===== config.mk =====
export PLATFORM = sky130hd
export DESIGN_NAME = pa_ram
export DESIGN_NICKNAME = d
export VERILOG_FILES = /design/src/design/pa_ram.sv
export SDC_FILE = /design/constraint.sdc
export NUM_CORES = 2
export LEC_CHECK = 0
export BUFFER_PORTS_ARGS = -buffer_cell sky130_fd_sc_hd__buf_4
export CAP_MARGIN = 20
export CORE_AREA = 2 2 564 566
export DETAILED_ROUTE_END_ITERATION = 8
export DIE_AREA = 0 0 566 568
export GPL_TIMING_DRIVEN = 0
export PLACE_DENSITY = 0.39
export SLEW_MARGIN = 30
export SYNTH_ARGS = -nofsm -noshare
export SYNTH_HDL_FRONTEND = slang
export SYNTH_SLANG_ARGS = --single-unit

===== constraint.sdc =====
create_clock -name clk -period 5 [get_ports clk]
set_input_delay 1.25 -clock clk [delete_from_list [all_inputs] [get_ports clk]]
set_output_delay 1.25 -clock clk [all_outputs]
set_load 0.05 [all_outputs]

===== src/design/pa_ram.sv =====
`default_nettype none

// Single-port RAM, read-first, registered read
module pa_ram #(
	parameter int WIDTH = 8,
	parameter int DEPTH = 256,
	localparam int AW = $clog2(DEPTH)
) (
	input  logic             clk,
	input  logic             we,
	input  logic [AW-1:0]    addr,
	input  logic [WIDTH-1:0] wdata,
	output logic [WIDTH-1:0] rdata
);

	logic [WIDTH-1:0] mem [DEPTH];
	logic [WIDTH-1:0] rdata_q;

	always_ff @(posedge clk) begin
		if (we) begin
			mem[addr] <= wdata;
		end
		rdata_q <= mem[addr];
	end

	assign rdata = rdata_q;

endmodule

`default_nettype wire


==> flow_summary.toml <==
[power]
finalPower_mw = 36.77
clockPowerShare_pct = 43.0
comb_power_share_pct = 5.3
peakVddDrop_v = 0.0002954
power.internal_mw = 28.51
switching_share_pct = 22.46
switching_power_mw = 8.259
p_seq_share_pct = 51.7
powerDensity_nw_per_um2 = 398.0
cellLeakagePower_nw = 27.40

[setup_path]
r2r_slack_ns = 1.58
critPathLaunchType = "input port"
worst-path-max-fanout = 10
worstPathArrival_ns = 5.53
endpoint_kind = "register"
cp.required_ns = 5.52
worstSetupPathType = "in -> reg"

[drt]
drc_errors = 0
vias = 37865
vias_per_cell = 4.607
drtIter0Drc = 3863
wl_um = 249200
wl_per_cell_um = 30.32
ant_nets = 0
drt_pass1_iterations = 5

[min_path]
hp-class = "in -> reg"

[synthesis]
synth_common_cells = "2048 x edfxtp_1, 512 x mux4_2, 256 x a22oi_1"
syn_avg_cell_area_um2 = 22.13
synth_most_common_cell = "edfxtp_1"
syn_nets = 3565
synth_fa_ha_area_share_pct = 0
yosys.area_share.simple_pct = 1.733
synth_top_flop_cell = "edfxtp_1"
synth_xor_xnor_area_share_pct = 0
muxShareOfSynthArea_pct = 14.69
async_flop_share_pct = 0
syn_area_um2 = 78490
synth_compound_area_share_pct = 3.622
ys_ff_latch = 2056
synth_top_area_cell = "edfxtp_1"
yosysSeqAreaShare_pct = 78.55
synth-edff-count = 2048
synth_cell_types = 22
synth_top_family_by_area = "multiplexers"
syn-instance-count = 3547
netlist.area_leader.share_pct = 78.35
yosys_warnings = 0
ys_top_cells_by_area = "edfxtp_1 78%, mux4_2 15%, a22oi_1 2.4%"

[placed_design]
io_buffers = 21
routabilityCongestion = 0.8311
dp.cells = 7809
hpwlAfterDp_um = 168200

[cts]
clk_latency_ns = 0.90
ctsLongestPathBuffers = 4
cts_max_level = 4
cts_root_buf = "clkbuf_16"
clk_pin_slew_ns = 0.06
numCtsBuffers = 225
clkSinkCount = 2056
cts_tree = "done"
ctsHoldBuffers = 0
postCtsSetupBuffers = 0

[floorplanning]
start_util_pct = 24.82
die_h_um = 568
dieArea_um2 = 321500
core_area_um2 = 316200
fp.dieW_um = 566
rows = 207
ios = 26

[cells_and_area]
fill_cells = 30792
fin_nets = 3873
drive_gt1_share_pct = 27.12
post-route-util_pct = 29.22
multi_input_area_um2 = 16110
final_cell_count_no_fill = 8219
area_growth_syn_to_layout_pct = 17.72
regArea_um2 = 61660

[sta]
finalSetupTns_ns = -0.1102
final.period_utilization_pct = 100.3
tightest_slew_ns = 1.027
setup_viol = 8
max_slew_margin_pct = 31.30
fmax_ghz = 0.1993
hold_viol = 0
setup_ws_ns = -0.01696
drv_slew = 0
fin_worst_skew_ns = 0.04447
fin_crit_ns = 5.017
grt_setup_unrepaired = "yes"

[outcome]
violations = "negative setup slack"
status = "complete, but fails checks"

[grt]
grt_max_degree = 101
grt_pass1_wl_um = 337800
grt_usage_pct = 15.21
grt_pass1_vias = 39230
antenna_found_initial = 18
gr-total-overflow = 0

[job]
cap_violations = 0
[metal layers]
metal	share of wire (%)	global-route usage (%)	vias to the layer above
li1	-	-	15729
met1	45	21.03	20788
met2	47	24.54	1042
met3	5.5	2.810	302
met4	2.5	3.971	4
met5	0.011	0	-
[per-stage QoR]
stage	instance area, µm²	setup slack, ns	hold slack [ns]
2_1_floorplan	78490	1.531	0.8191
5_1_grt	92390	-0.03092	0.5394
3_5_place_dp	85430	-1.342	1.237
4_1_cts	92330	0.001211	0.5215
3_3_place_gp	83880	-2.517	1.256
6_report	92400	-0.01696	0.5847
[path summary, 6_finish.rpt]
path / start / to / cells after the start
worst min register to register: mem[10][1]$_DFFE_PP_ / rdata[1]$_DFF_P_ / 5
worst max register to register: mem[236][2]$_DFFE_PP_ / rdata[2]$_DFF_P_ / 5
worst max-delay path: addr[3] / mem[132][3]$_DFFE_PP_ / 9
worst min-delay path: wdata[5] / mem[94][5]$_DFFE_PP_ / 1
[cell type report]
| type | instances | area share [%] |
|---|---|---|
| inverters | 1 | 0.004062 |
| multi-input cells | 1258 | 17.43 |
| flip-flops and latches | 2056 | 66.73 |
| repair buffers | 82 | 1.500 |
| plain buffers | 231 | 1.244 |
| diodes | 5 | 0.01354 |
| clock buffers | 274 | 6.293 |
| clock inverters | 132 | 1.119 |
| well taps | 4180 | 5.660 |
[registers in the layout, summed over array words and instances (netlist names)]
register	flops
mem	2048
rdata	8
[critical path, stage by stage]
cell and delay (ns):
clkbuf_1 0.28, nor2b_1 0.19, clkbuf_2 0.50, buf_2 0.52, buf_1 0.65, nand3_1 0.57, clkbuf_2 0.54, buf_16 0.31
nor2_1 0.67
[placed cells by master, fill, tap and decap left out, types with 2 or more instances in the layout]
cell / count
clkinv_16: 2
buf_1: 15
buf_2: 41
clkbuf_1: 159
dfxtp_1: 8
a22oi_1: 256
buf_8: 8
clkinv_2: 49
or2_2: 2
nor2b_1: 7
clkbuf_4: 4
nor2_2: 48
a21oi_1: 127
diode_2: 5
bufinv_16: 13
nand3_1: 12
nand4_1: 8
buf_4: 53
clkinv_1: 57
inv_6: 4
edfxtp_1: 2048
o41ai_1: 21
nand2b_1: 6
nand2_1: 27
buf_6: 16
buf_16: 35
clkinv_8: 2
clkbuf_16: 225
o41ai_2: 10
clkbuf_2: 30
and2_1: 3
clkinv_4: 2
nor3_2: 30
mux4_2: 512
nor2_1: 184
[timing repair]
| action | in CTS | in global routing |
|---|---|---|
| endpoints found under the setup margin | 344 | 155 |
| pin swaps | 0 | 0 |
| gates resized for setup | 14 | 10 |
[power by group through the flow]
stage               logic [mW]  registers [mW]  clock network [mW]
finish                    1.94            19.0                15.8
CTS                       1.99            19.0                16.2
floorplan                0.844            19.4                   0
detailed placement        1.98            19.4                   0
global route              2.05            19.0                16.9
global placement          1.87            19.4                   0
[logic make-up (layout without fill, tap and decap cells)]
group | count (synthesis) | after routing
AO/OA/AOI/OAI | 416 | 416
buffers and inverters | 233 | 720
other | 0 | 5
AND/OR/NAND/NOR | 330 | 330
flip-flops | 2056 | 2056
multiplexers | 512 | 512
No activity file was read; power rests on OpenSTA's default activity.
