File: src/design/pa_pkg.sv
`default_nettype none

package pa_pkg;

	// Command codes
	localparam logic [2:0] CMD_SEED  = 3'd0;
	localparam logic [2:0] CMD_ALLOC = 3'd1;
	localparam logic [2:0] CMD_FREE  = 3'd2;
	localparam logic [2:0] CMD_INC   = 3'd3;
	localparam logic [2:0] CMD_DEC   = 3'd4;
	localparam logic [2:0] CMD_QUERY = 3'd5;

	// Status codes
	localparam logic [2:0] STS_OK     = 3'd0;
	localparam logic [2:0] STS_EMPTY  = 3'd1;
	localparam logic [2:0] STS_RANGE  = 3'd2;
	localparam logic [2:0] STS_REF_NE = 3'd3;
	localparam logic [2:0] STS_LIMIT  = 3'd4;

	// Field widths fixed by the port
	localparam int PAGE_W  = 16;
	localparam int LINK_W  = PAGE_W + 1;  // tail marker plus next page
	localparam int FREE_W  = 17;
	localparam int REFO_W  = 8;
	localparam int CALC_W  = 22;          // holds NUM_PAGES - occupied for NUM_PAGES up to 2031615

	// Occupied counter limits (17 bit two's complement)
	localparam logic signed [16:0] OCC_MAX = 17'sh0FFFF;
	localparam logic signed [16:0] OCC_MIN = 17'sh10000;
	localparam logic [FREE_W-1:0]  FREE_MAX = 17'h10000;

	typedef enum logic [1:0] {
		S_CLEAR,
		S_IDLE,
		S_EXEC
	} pa_state_t;

endpackage

`default_nettype wire

File: src/design/pa_if.sv
`default_nettype none

// Command channel
interface pa_req_if;
	logic        valid;
	logic        ready;
	logic [2:0]  cmd;
	logic [15:0] page;

	modport source (output valid, cmd, page, input ready);
	modport sink (input valid, cmd, page, output ready);
endinterface

// Result channel
interface pa_rsp_if;
	logic        valid;
	logic        ready;
	logic [2:0]  status;
	logic [15:0] page_out;
	logic [7:0]  ref_count;
	logic [16:0] free_pages;

	modport source (output valid, status, page_out, ref_count, free_pages, input ready);
	modport sink (input valid, status, page_out, ref_count, free_pages, output ready);
endinterface

`default_nettype wire

File: src/design/pa_ctrl.sv
`default_nettype none

// Command sequencer: clear sweep, accept, read-modify-write commit, result register
module pa_ctrl #(
	parameter int NUM_PAGES = 65536,
	parameter int REF_BITS = 8,
	localparam int DEPTH = (NUM_PAGES < 65536) ? NUM_PAGES : 65536,
	localparam int AW = $clog2(DEPTH)
) (
	input  logic                clk,
	input  logic                arst_n,
	input  logic                cfg_wr_en,
	input  logic [15:0]         cfg_wr_data,
	pa_req_if.sink              req,
	pa_rsp_if.source            rsp,
	output logic [AW-1:0]       mem_addr,
	output logic                link_we,
	output logic [pa_pkg::LINK_W-1:0] link_wdata,
	input  logic [pa_pkg::LINK_W-1:0] link_rdata,
	output logic                ref_we,
	output logic [REF_BITS-1:0] ref_wdata,
	input  logic [REF_BITS-1:0] ref_rdata
);

	localparam logic [20:0]          NP_W    = 21'(NUM_PAGES);
	localparam logic [AW-1:0]        LAST_IX = AW'(DEPTH - 1);
	localparam logic [REF_BITS-1:0]  REF_MAX = '1;
	localparam logic [REF_BITS-1:0]  REF_ONE = REF_BITS'(1);

	pa_pkg::pa_state_t state_q, state_d;

	logic [AW-1:0]          clr_q;
	logic [15:0]            head_q, head_d;
	logic                   empty_q, empty_d;
	logic signed [16:0]     occ_q, occ_d;
	logic [15:0]            fup_q;

	logic [2:0]             cmd_s1;
	logic [15:0]            page_s1;
	logic [AW-1:0]          addr_s1;

	logic                   rsp_valid_q;
	logic [2:0]             status_q;
	logic [15:0]            page_out_q;
	logic [7:0]             ref_count_q;
	logic [16:0]            free_q;

	logic                   accept;
	logic                   out_free;
	logic                   commit;
	logic                   in_mem;
	logic                   pushable;
	logic                   do_link;
	logic                   do_ref;
	logic [REF_BITS-1:0]    ref_new;
	logic [REF_BITS-1:0]    refc;
	logic [2:0]             status_d;
	logic [15:0]            pout_d;
	logic [7:0]             refc_out;
	logic signed [pa_pkg::CALC_W-1:0] free_w;
	logic [16:0]            free_d;
	logic [AW-1:0]          req_addr;

	assign accept   = req.valid && req.ready;
	assign out_free = !rsp_valid_q || rsp.ready;
	assign commit   = (state_q == pa_pkg::S_EXEC) && out_free;
	assign req.ready = (state_q == pa_pkg::S_IDLE);

	// Memory address: alloc works on the list head, everything else on the page
	assign req_addr = (req.cmd == pa_pkg::CMD_ALLOC) ? head_q[AW-1:0] : req.page[AW-1:0];

	always_comb begin
		unique case (state_q)
			pa_pkg::S_CLEAR: mem_addr = clr_q;
			pa_pkg::S_IDLE:  mem_addr = req_addr;
			pa_pkg::S_EXEC:  mem_addr = addr_s1;
			default:         mem_addr = addr_s1;
		endcase
	end

	// State register
	always_ff @(posedge clk or negedge arst_n) begin
		if (!arst_n) begin
			state_q <= pa_pkg::S_CLEAR;
		end else begin
			state_q <= state_d;
		end
	end

	// Next state
	always_comb begin
		state_d = state_q;
		unique case (state_q)
			pa_pkg::S_CLEAR: if (clr_q == LAST_IX) state_d = pa_pkg::S_IDLE;
			pa_pkg::S_IDLE:  if (accept) state_d = pa_pkg::S_EXEC;
			pa_pkg::S_EXEC:  if (out_free) state_d = pa_pkg::S_IDLE;
			default:         state_d = pa_pkg::S_IDLE;
		endcase
	end

	// Command evaluation on the read data
	always_comb begin
		in_mem   = {5'd0, page_s1} < NP_W;
		pushable = in_mem && (page_s1 >= fup_q);
		status_d = pa_pkg::STS_OK;
		pout_d   = page_s1;
		refc     = '0;
		do_link  = 1'b0;
		do_ref   = 1'b0;
		ref_new  = '0;
		head_d   = head_q;
		empty_d  = empty_q;
		occ_d    = occ_q;
		unique case (cmd_s1)
			pa_pkg::CMD_SEED: begin
				if (!pushable) begin
					status_d = pa_pkg::STS_RANGE;
				end else begin
					do_link = 1'b1;
					do_ref  = 1'b1;
					head_d  = page_s1;
					empty_d = 1'b0;
				end
			end
			pa_pkg::CMD_ALLOC: begin
				if (empty_q) begin
					status_d = pa_pkg::STS_EMPTY;
					pout_d   = '0;
				end else begin
					if (link_rdata[pa_pkg::LINK_W-1]) begin
						empty_d = 1'b1;
					end else begin
						head_d = link_rdata[15:0];
					end
					do_ref  = 1'b1;
					ref_new = REF_ONE;
					if (occ_q < pa_pkg::OCC_MAX) occ_d = occ_q + 17'sd1;
					pout_d  = head_q;
					refc    = REF_ONE;
				end
			end
			pa_pkg::CMD_FREE: begin
				if (!pushable) begin
					status_d = pa_pkg::STS_RANGE;
				end else if (ref_rdata != REF_ONE) begin
					status_d = pa_pkg::STS_REF_NE;
					refc     = ref_rdata;
				end else begin
					do_link = 1'b1;
					do_ref  = 1'b1;
					head_d  = page_s1;
					empty_d = 1'b0;
					if (occ_q > pa_pkg::OCC_MIN) occ_d = occ_q - 17'sd1;
				end
			end
			pa_pkg::CMD_INC: begin
				if (!in_mem) begin
					status_d = pa_pkg::STS_RANGE;
				end else if (ref_rdata == REF_MAX) begin
					status_d = pa_pkg::STS_LIMIT;
					refc     = ref_rdata;
				end else begin
					do_ref  = 1'b1;
					ref_new = ref_rdata + REF_ONE;
					refc    = ref_new;
				end
			end
			pa_pkg::CMD_DEC: begin
				if (!in_mem) begin
					status_d = pa_pkg::STS_RANGE;
				end else if (ref_rdata == '0) begin
					status_d = pa_pkg::STS_LIMIT;
				end else begin
					do_ref  = 1'b1;
					ref_new = ref_rdata - REF_ONE;
					refc    = ref_new;
				end
			end
			pa_pkg::CMD_QUERY: begin
				if (!in_mem) begin
					status_d = pa_pkg::STS_RANGE;
				end else begin
					refc = ref_rdata;
				end
			end
			default: begin
			end
		endcase
	end

	// Free count after the command, clamped to the output range
	always_comb begin
		free_w = $signed(pa_pkg::CALC_W'(NUM_PAGES)) - pa_pkg::CALC_W'(occ_d);
		if (free_w < 0) begin
			free_d = '0;
		end else if (free_w > $signed(pa_pkg::CALC_W'(pa_pkg::FREE_MAX))) begin
			free_d = pa_pkg::FREE_MAX;
		end else begin
			free_d = free_w[16:0];
		end
	end

	// Reference count onto the 8 bit field, saturating
	generate
		if (REF_BITS > 8) begin : g_ref_sat
			assign refc_out = (|refc[REF_BITS-1:8]) ? 8'hFF : refc[7:0];
		end else begin : g_ref_ext
			assign refc_out = 8'(refc);
		end
	endgenerate

	// Memory writes: clear sweep or commit
	assign link_we    = commit && do_link;
	assign link_wdata = {empty_q, head_q};
	assign ref_we     = (state_q == pa_pkg::S_CLEAR) || (commit && do_ref);
	assign ref_wdata  = (state_q == pa_pkg::S_CLEAR) ? '0 : ref_new;

	// Control registers
	always_ff @(posedge clk or negedge arst_n) begin
		if (!arst_n) begin
			clr_q       <= '0;
			head_q      <= '0;
			empty_q     <= 1'b1;
			occ_q       <= '0;
			fup_q       <= '0;
			rsp_valid_q <= 1'b0;
		end else begin
			if (state_q == pa_pkg::S_CLEAR) clr_q <= clr_q + AW'(1);
			if (cfg_wr_en) fup_q <= cfg_wr_data;
			if (commit) begin
				head_q  <= head_d;
				empty_q <= empty_d;
				occ_q   <= occ_d;
			end
			if (commit) begin
				rsp_valid_q <= 1'b1;
			end else if (rsp.ready) begin
				rsp_valid_q <= 1'b0;
			end
		end
	end

	// Accepted word
	always_ff @(posedge clk) begin
		if (accept) begin
			cmd_s1  <= req.cmd;
			page_s1 <= req.page;
			addr_s1 <= req_addr;
		end
	end

	// Result register
	always_ff @(posedge clk) begin
		if (commit) begin
			status_q    <= status_d;
			page_out_q  <= pout_d;
			ref_count_q <= refc_out;
			free_q      <= free_d;
		end
	end

	assign rsp.valid      = rsp_valid_q;
	assign rsp.status     = status_q;
	assign rsp.page_out   = page_out_q;
	assign rsp.ref_count  = ref_count_q;
	assign rsp.free_pages = free_q;

endmodule

`default_nettype wire

File: src/flat_wrapper.sv
// flat-port wrapper written by rule: the top's interface ports become plain ports
module pa_ctrl_flat 
#(
	parameter int NUM_PAGES = 65536,
	parameter int REF_BITS = 8,
	localparam int DEPTH = (NUM_PAGES < 65536) ? NUM_PAGES : 65536,
	localparam int AW = $clog2(DEPTH)
)
  (clk, arst_n, cfg_wr_en, cfg_wr_data, mem_addr, link_we, link_wdata, link_rdata, ref_we, ref_wdata, ref_rdata, req_valid, req_cmd, req_page, req_ready, rsp_valid, rsp_status, rsp_page_out, rsp_ref_count, rsp_free_pages, rsp_ready);
  pa_req_if req_i ();
  pa_rsp_if rsp_i ();
  input  logic clk;
  input  logic arst_n;
  input  logic cfg_wr_en;
  input  logic [15:0] cfg_wr_data;
  output logic [AW-1:0] mem_addr;
  output logic link_we;
  output logic [pa_pkg::LINK_W-1:0] link_wdata;
  input  logic [pa_pkg::LINK_W-1:0] link_rdata;
  output logic ref_we;
  output logic [REF_BITS-1:0] ref_wdata;
  input  logic [REF_BITS-1:0] ref_rdata;
  input wire logic [$bits(req_i.valid)-1:0] req_valid;
  input wire logic [$bits(req_i.cmd)-1:0] req_cmd;
  input wire logic [$bits(req_i.page)-1:0] req_page;
  output wire logic [$bits(req_i.ready)-1:0] req_ready;
  output wire logic [$bits(rsp_i.valid)-1:0] rsp_valid;
  output wire logic [$bits(rsp_i.status)-1:0] rsp_status;
  output wire logic [$bits(rsp_i.page_out)-1:0] rsp_page_out;
  output wire logic [$bits(rsp_i.ref_count)-1:0] rsp_ref_count;
  output wire logic [$bits(rsp_i.free_pages)-1:0] rsp_free_pages;
  input wire logic [$bits(rsp_i.ready)-1:0] rsp_ready;
  assign req_i.valid = req_valid;
  assign req_i.cmd = req_cmd;
  assign req_i.page = req_page;
  assign req_ready = req_i.ready;
  assign rsp_valid = rsp_i.valid;
  assign rsp_status = rsp_i.status;
  assign rsp_page_out = rsp_i.page_out;
  assign rsp_ref_count = rsp_i.ref_count;
  assign rsp_free_pages = rsp_i.free_pages;
  assign rsp_i.ready = rsp_ready;
  pa_ctrl #(.NUM_PAGES(NUM_PAGES), .REF_BITS(REF_BITS)) u_core (.clk(clk), .arst_n(arst_n), .cfg_wr_en(cfg_wr_en), .cfg_wr_data(cfg_wr_data), .req(req_i), .rsp(rsp_i), .mem_addr(mem_addr), .link_we(link_we), .link_wdata(link_wdata), .link_rdata(link_rdata), .ref_we(ref_we), .ref_wdata(ref_wdata), .ref_rdata(ref_rdata));
endmodule
File: config.mk
export PLATFORM = sky130hd
export DESIGN_NAME = pa_ctrl_flat
export DESIGN_NICKNAME = d
export VERILOG_FILES = /design/src/design/pa_pkg.sv /design/src/design/pa_if.sv /design/src/design/pa_ctrl.sv /design/src/flat_wrapper.sv
export SDC_FILE = /design/constraint.sdc
export NUM_CORES = 1
export LEC_CHECK = 0
export BUFFER_PORTS_ARGS = -buffer_cell sky130_fd_sc_hd__buf_2
export CAP_MARGIN = 25
export CORE_MARGIN = 4
export CORE_UTILIZATION = 45
export CTS_CLUSTER_SIZE = 14
export DETAILED_ROUTE_END_ITERATION = 6
export GPL_TIMING_DRIVEN = 0
export PLACE_DENSITY = 0.69
export SETUP_SLACK_MARGIN = 0.1
export SKIP_LAST_GASP = 1
export SLEW_MARGIN = 40
export SYNTH_ARGS = -nofsm -noshare
export SYNTH_HDL_FRONTEND = slang
export SYNTH_SLANG_ARGS = --single-unit
File: constraint.sdc
create_clock -name clk -period 11.55 [get_ports clk]
set_input_delay 0.5775 -clock clk [delete_from_list [all_inputs] [get_ports clk]]
set_output_delay 0.5775 -clock clk [all_outputs]
set_load 0.03 [all_outputs]
==> flow_summary.json <==
{
  "cts-hold-fix-buffers": 0,
  "clkPwrFrac_pct": 25.1,
  "post_route_cells_drive_above_1_share_pct": 22.51,
  "routed_wire_length_per_instance_um": 19.89,
  "place.port_buffers": 150,
  "critPathKind": "reg -> reg",
  "first_global_vias": 7382,
  "peakVddDrop_uv": 143.6,
  "synth-warning-count": 0,
  "crit_path_time_final_ns": 5.209,
  "postSynthCellCount": 891,
  "maxSlewViolCount": 0,
  "timing.hold.worst.class": "in -> async",
  "ctsLongestPathBuffers": 2,
  "fmaxAchievable_ghz": 0.1920,
  "initial_core_util_pct": 46.23,
  "slew_headroom_pct": 40.03,
  "route.vias.total": 7650,
  "grt_pass1_wl_um": 41450,
  "power_density_nw_per_um2": 225.7,
  "synthArstFlopShare_pct": 46.62,
  "global_route.overflow_total": 0,
  "critPathMaxStageDelay_ns": 0.56,
  "dp_slack_ns": 6.485,
  "chipHeight_um": 147.3,
  "remaining_drc_errors": 0,
  "grt_usage_pct": 24.38,
  "timing.max_cap.violations": 0,
  "die_area_um2": 21700,
  "r2r-start": "u_core.occ_q[0]",
  "finalInstanceArea_um2": 10520,
  "cts_num_sinks": 148,
  "outcome": "completed",
  "ctsResizeCount": 0,
  "power_switching_mw": 1.010,
  "nets": 1151,
  "critPathLaunch": "u_core.occ_q[0]",
  "tritoncts_clock_tree": "done",
  "critical-path-top-delay-family": "simple AND/OR/NAND/NOR gates",
  "cts.root.buffer_cell": "sky130_fd_sc_hd__clkbuf_16",
  "cts_setup_buffers": 0,
  "edff_count_synth": 79,
  "tightestPinTransition_ns": 0.8995,
  "synthesis.area_um2": 8735,
  "vias_per_inst": 5.726,
  "placedInstanceArea_um2": 9874,
  "dr_wl_met2_um": 12690,
  "total_negative_setup_slack_ns": 0,
  "synth_seq_cells": 148,
  "rsz0062_at_grt": "no",
  "fin_crit_sh_pct": 45.10,
  "flow.area_growth_from_synthesis_pct": 20.47,
  "synth.lib_cells_used.distinct": 78,
  "wl_um": 26580,
  "floorplan.die.width_um": 147.3,
  "syn-num-nets": 980,
  "worst-path-buf-inv": 3,
  "drt_first_pass_iters": 5,
  "finalSetupViolCount": 0,
  "sequence_of_cells_on_the_critical_path": "clkbuf_1 > inv_1 > ha_1 > nor4b_2 > nand3_1 > o21ai_1 > a31oi_1 > nand2_1 > a22o_1 > ha_1 > and2_1 > clkbuf_1 > nand2_1 > or4_4 > mux2i_4 > a21boi_4 > nor2_1",
  "intPower_mw": 1.365,
  "post-dp-hpwl_um": 19710,
  "cp_required_ns": 11.73,
  "synthesis.area_per_instance_um2": 9.803,
  "grt_antenna_before_repair": 0,
  "switching_share_pct": 42.53,
  "seq_area_frac_synth_pct": 46.94,
  "worst_skew_pair.late_latency_ns": 0.44,
  "route.top_layer_used": "met4",
  "gpl.final_weighted_congestion": 0.9185,
  "cts_buffers": 17,
  "final-instance-count-excl-fill": 1336,
  "pwr-share-comb_pct": 42.1,
  "design.portCount": 154,
  "timing.final.hold_violations": 0,
  "grt_max_degree": 42,
  "wl_met3_um": 2191,
  "drc_marker_count_from_the_first_detailed_route_iteration": 594,
  "cp.arrival_ns": 5.39,
  "ys.flop_type": "sky130_fd_sc_hd__edfxtp_1",
  "ant_nets": 0,
  "core_area_um2": 18890,
  "final.setup_skew_ns": 0.01157,
  "worstSetupStartpointType": "register",
  "clock_tree.htree_level_count": 4,
  "critical_path_peak_fanout": 10,
  "crit_path_top_delay_cell": "sky130_fd_sc_hd__or4_4",
  "placementRows": 50,
  "critical_path.endpoint_type": "register",
  "power.static_leakage_nw": 4.469,
  "numPlacedInstances": 1303,
  "layout_setup_ws_ns": 6.341,
  "post_cts_clock_slew_at_the_launch_and_capture_registers_of_the_worst_setup_and_hold_paths_ns": 0.07,
  "p_seq_share_pct": 32.8,
  "routedLengthMet1_um": 11280
}
[layout make-up]
type / instances / area [um2]
clock inverter: 15 / 202.7
timing repair buffer: 152 / 804.5
sequential: 148 / 4100
inverter: 26 / 100.1
fill: 1761 / 8371
multi-input combinational: 666 / 4357
clock buffer: 17 / 425.4
antenna: 1 / 2.502
buffer: 51 / 205.2
tap: 260 / 325.3
[metrics by stage]
step	hold slack [ns]	total power [mW]	util, %
after floorplan	0.2819	1.474	-
after global placement	0.4905	1.763	51.93
after detailed placement	0.4814	1.779	52.26
after CTS	0.01522	2.380	55.59
after global routing	0.03474	2.503	55.68
final	0.01995	2.375	55.70
[sequential cells by signal, indices dropped and copies added, names as in the netlist]
| signal | flops |
|---|---|
| u_core.addr_s1 | 16 |
| u_core.clr_q | 16 |
| u_core.cmd_s1 | 3 |
| u_core.empty_q | 1 |
| u_core.fup_q | 16 |
| u_core.head_q | 16 |
| u_core.occ_q | 17 |
| u_core.page_s1 | 16 |
| u_core.rsp.free_pages | 17 |
| u_core.rsp.page_out | 16 |
| u_core.rsp.ref_count | 8 |
| u_core.rsp.status | 3 |
| u_core.rsp.valid | 1 |
| u_core.state_q | 2 |
[logic make-up after synthesis]
group	Yosys count	share of synthesized area, %
flops	148	46.94
simple gates	341	19.24
fa+ha+maj	24	3.438
xor+xnor	42	4.211
buf+inv	77	3.467
compound gates	200	15.50
mux	59	7.205
[synth_stat cells, drive strengths merged (3+ instances only)]
cell | n | area, um2
a2111oi | 3 | 38.79
a211o | 5 | 43.79
a21o | 3 | 22.52
a21oi | 32 | 160.2
a22o | 17 | 148.9
a311oi | 4 | 41.29
a31o | 3 | 26.28
a31oi | 4 | 25.02
a41oi | 4 | 35.03
and2 | 8 | 50.05
and3 | 18 | 112.6
and4 | 5 | 43.79
buf | 11 | 55.06
clkbuf | 40 | 150.1
dfrtp | 68 | 1702
edfxtp | 79 | 2372
ha | 24 | 300.3
inv | 26 | 97.59
mux2 | 21 | 236.5
mux2i | 38 | 392.9
nand2 | 131 | 491.7
nand2b | 9 | 56.30
nand3 | 29 | 150.1
nand4 | 13 | 81.33
nor2 | 66 | 247.7
nor2b | 10 | 62.56
nor3 | 19 | 95.09
nor4 | 12 | 108.9
nor4b | 4 | 56.30
o211a | 3 | 30.03
o211ai | 3 | 22.52
o21ai | 78 | 390.4
o22ai | 5 | 31.28
o311a | 3 | 30.03
o311ai | 6 | 52.55
o31ai | 3 | 27.52
or2 | 4 | 25.03
or3 | 6 | 37.54
xnor2 | 31 | 271.5
xor2 | 11 | 96.34
[power groups by stage]
| stage | Clock, mW | Sequential [mW] | Combinational (mW) |
|---|---|---|---|
| 6_report | 0.596 | 0.780 | 0.999 |
| 3_3_place_gp | 0 | 0.791 | 0.972 |
| 2_1_floorplan | 0 | 0.886 | 0.587 |
| 5_1_grt | 0.628 | 0.791 | 1.08 |
| 3_5_place_dp | 0 | 0.788 | 0.991 |
| 4_1_cts | 0.605 | 0.779 | 0.996 |
[cells in the final DEF (no fill, tap or decap), types with 10 or more instances in the layout]
cell type | netlist | final
sky130_fd_sc_hd__xor2_1 | 11 | 11
sky130_fd_sc_hd__xnor2_1 | 31 | 31
sky130_fd_sc_hd__nand2_1 | 131 | 131
sky130_fd_sc_hd__nor3_1 | 19 | 19
sky130_fd_sc_hd__and3_1 | 18 | 18
sky130_fd_sc_hd__mux2i_1 | 37 | 37
sky130_fd_sc_hd__a21oi_1 | 32 | 31
sky130_fd_sc_hd__clkbuf_1 | 40 | 40
sky130_fd_sc_hd__mux2_2 | 21 | 21
sky130_fd_sc_hd__o21ai_0 | 77 | 77
sky130_fd_sc_hd__clkbuf_16 | 0 | 17
sky130_fd_sc_hd__nor2_1 | 66 | 66
sky130_fd_sc_hd__dfrtp_1 | 68 | 68
sky130_fd_sc_hd__edfxtp_1 | 79 | 79
sky130_fd_sc_hd__nand3_1 | 28 | 28
sky130_fd_sc_hd__nor2b_1 | 10 | 10
sky130_fd_sc_hd__inv_1 | 26 | 25
sky130_fd_sc_hd__buf_2 | 8 | 157
sky130_fd_sc_hd__ha_1 | 24 | 24
sky130_fd_sc_hd__nand4_1 | 13 | 13
sky130_fd_sc_hd__a22o_1 | 17 | 17
[metal layers]
| layer | track usage (%) | vias to the layer above |
|---|---|---|
| met4 | 6.617 | 0 |
| met3 | 6.354 | 32 |
| met5 | 0 | - |
| met1 | 32.41 | 3685 |
| li1 | - | 3616 |
| met2 | 39.77 | 317 |
[worst paths after layout]
check,endpoint,depth (start not counted),slack (ns)
max reg2reg,u_core.rsp.free_pages[5],17,6.34
max,u_core.rsp.free_pages[5],17,6.34
min in group clk,u_core.page_s1[12],1,0.33
max in group asynchronous,u_core.empty_q,2,10.95
min reg2reg,u_core.clr_q[14],1,0.50
min,u_core.occ_q[6],1,0.02
Power figures use the tool's default switching activity.
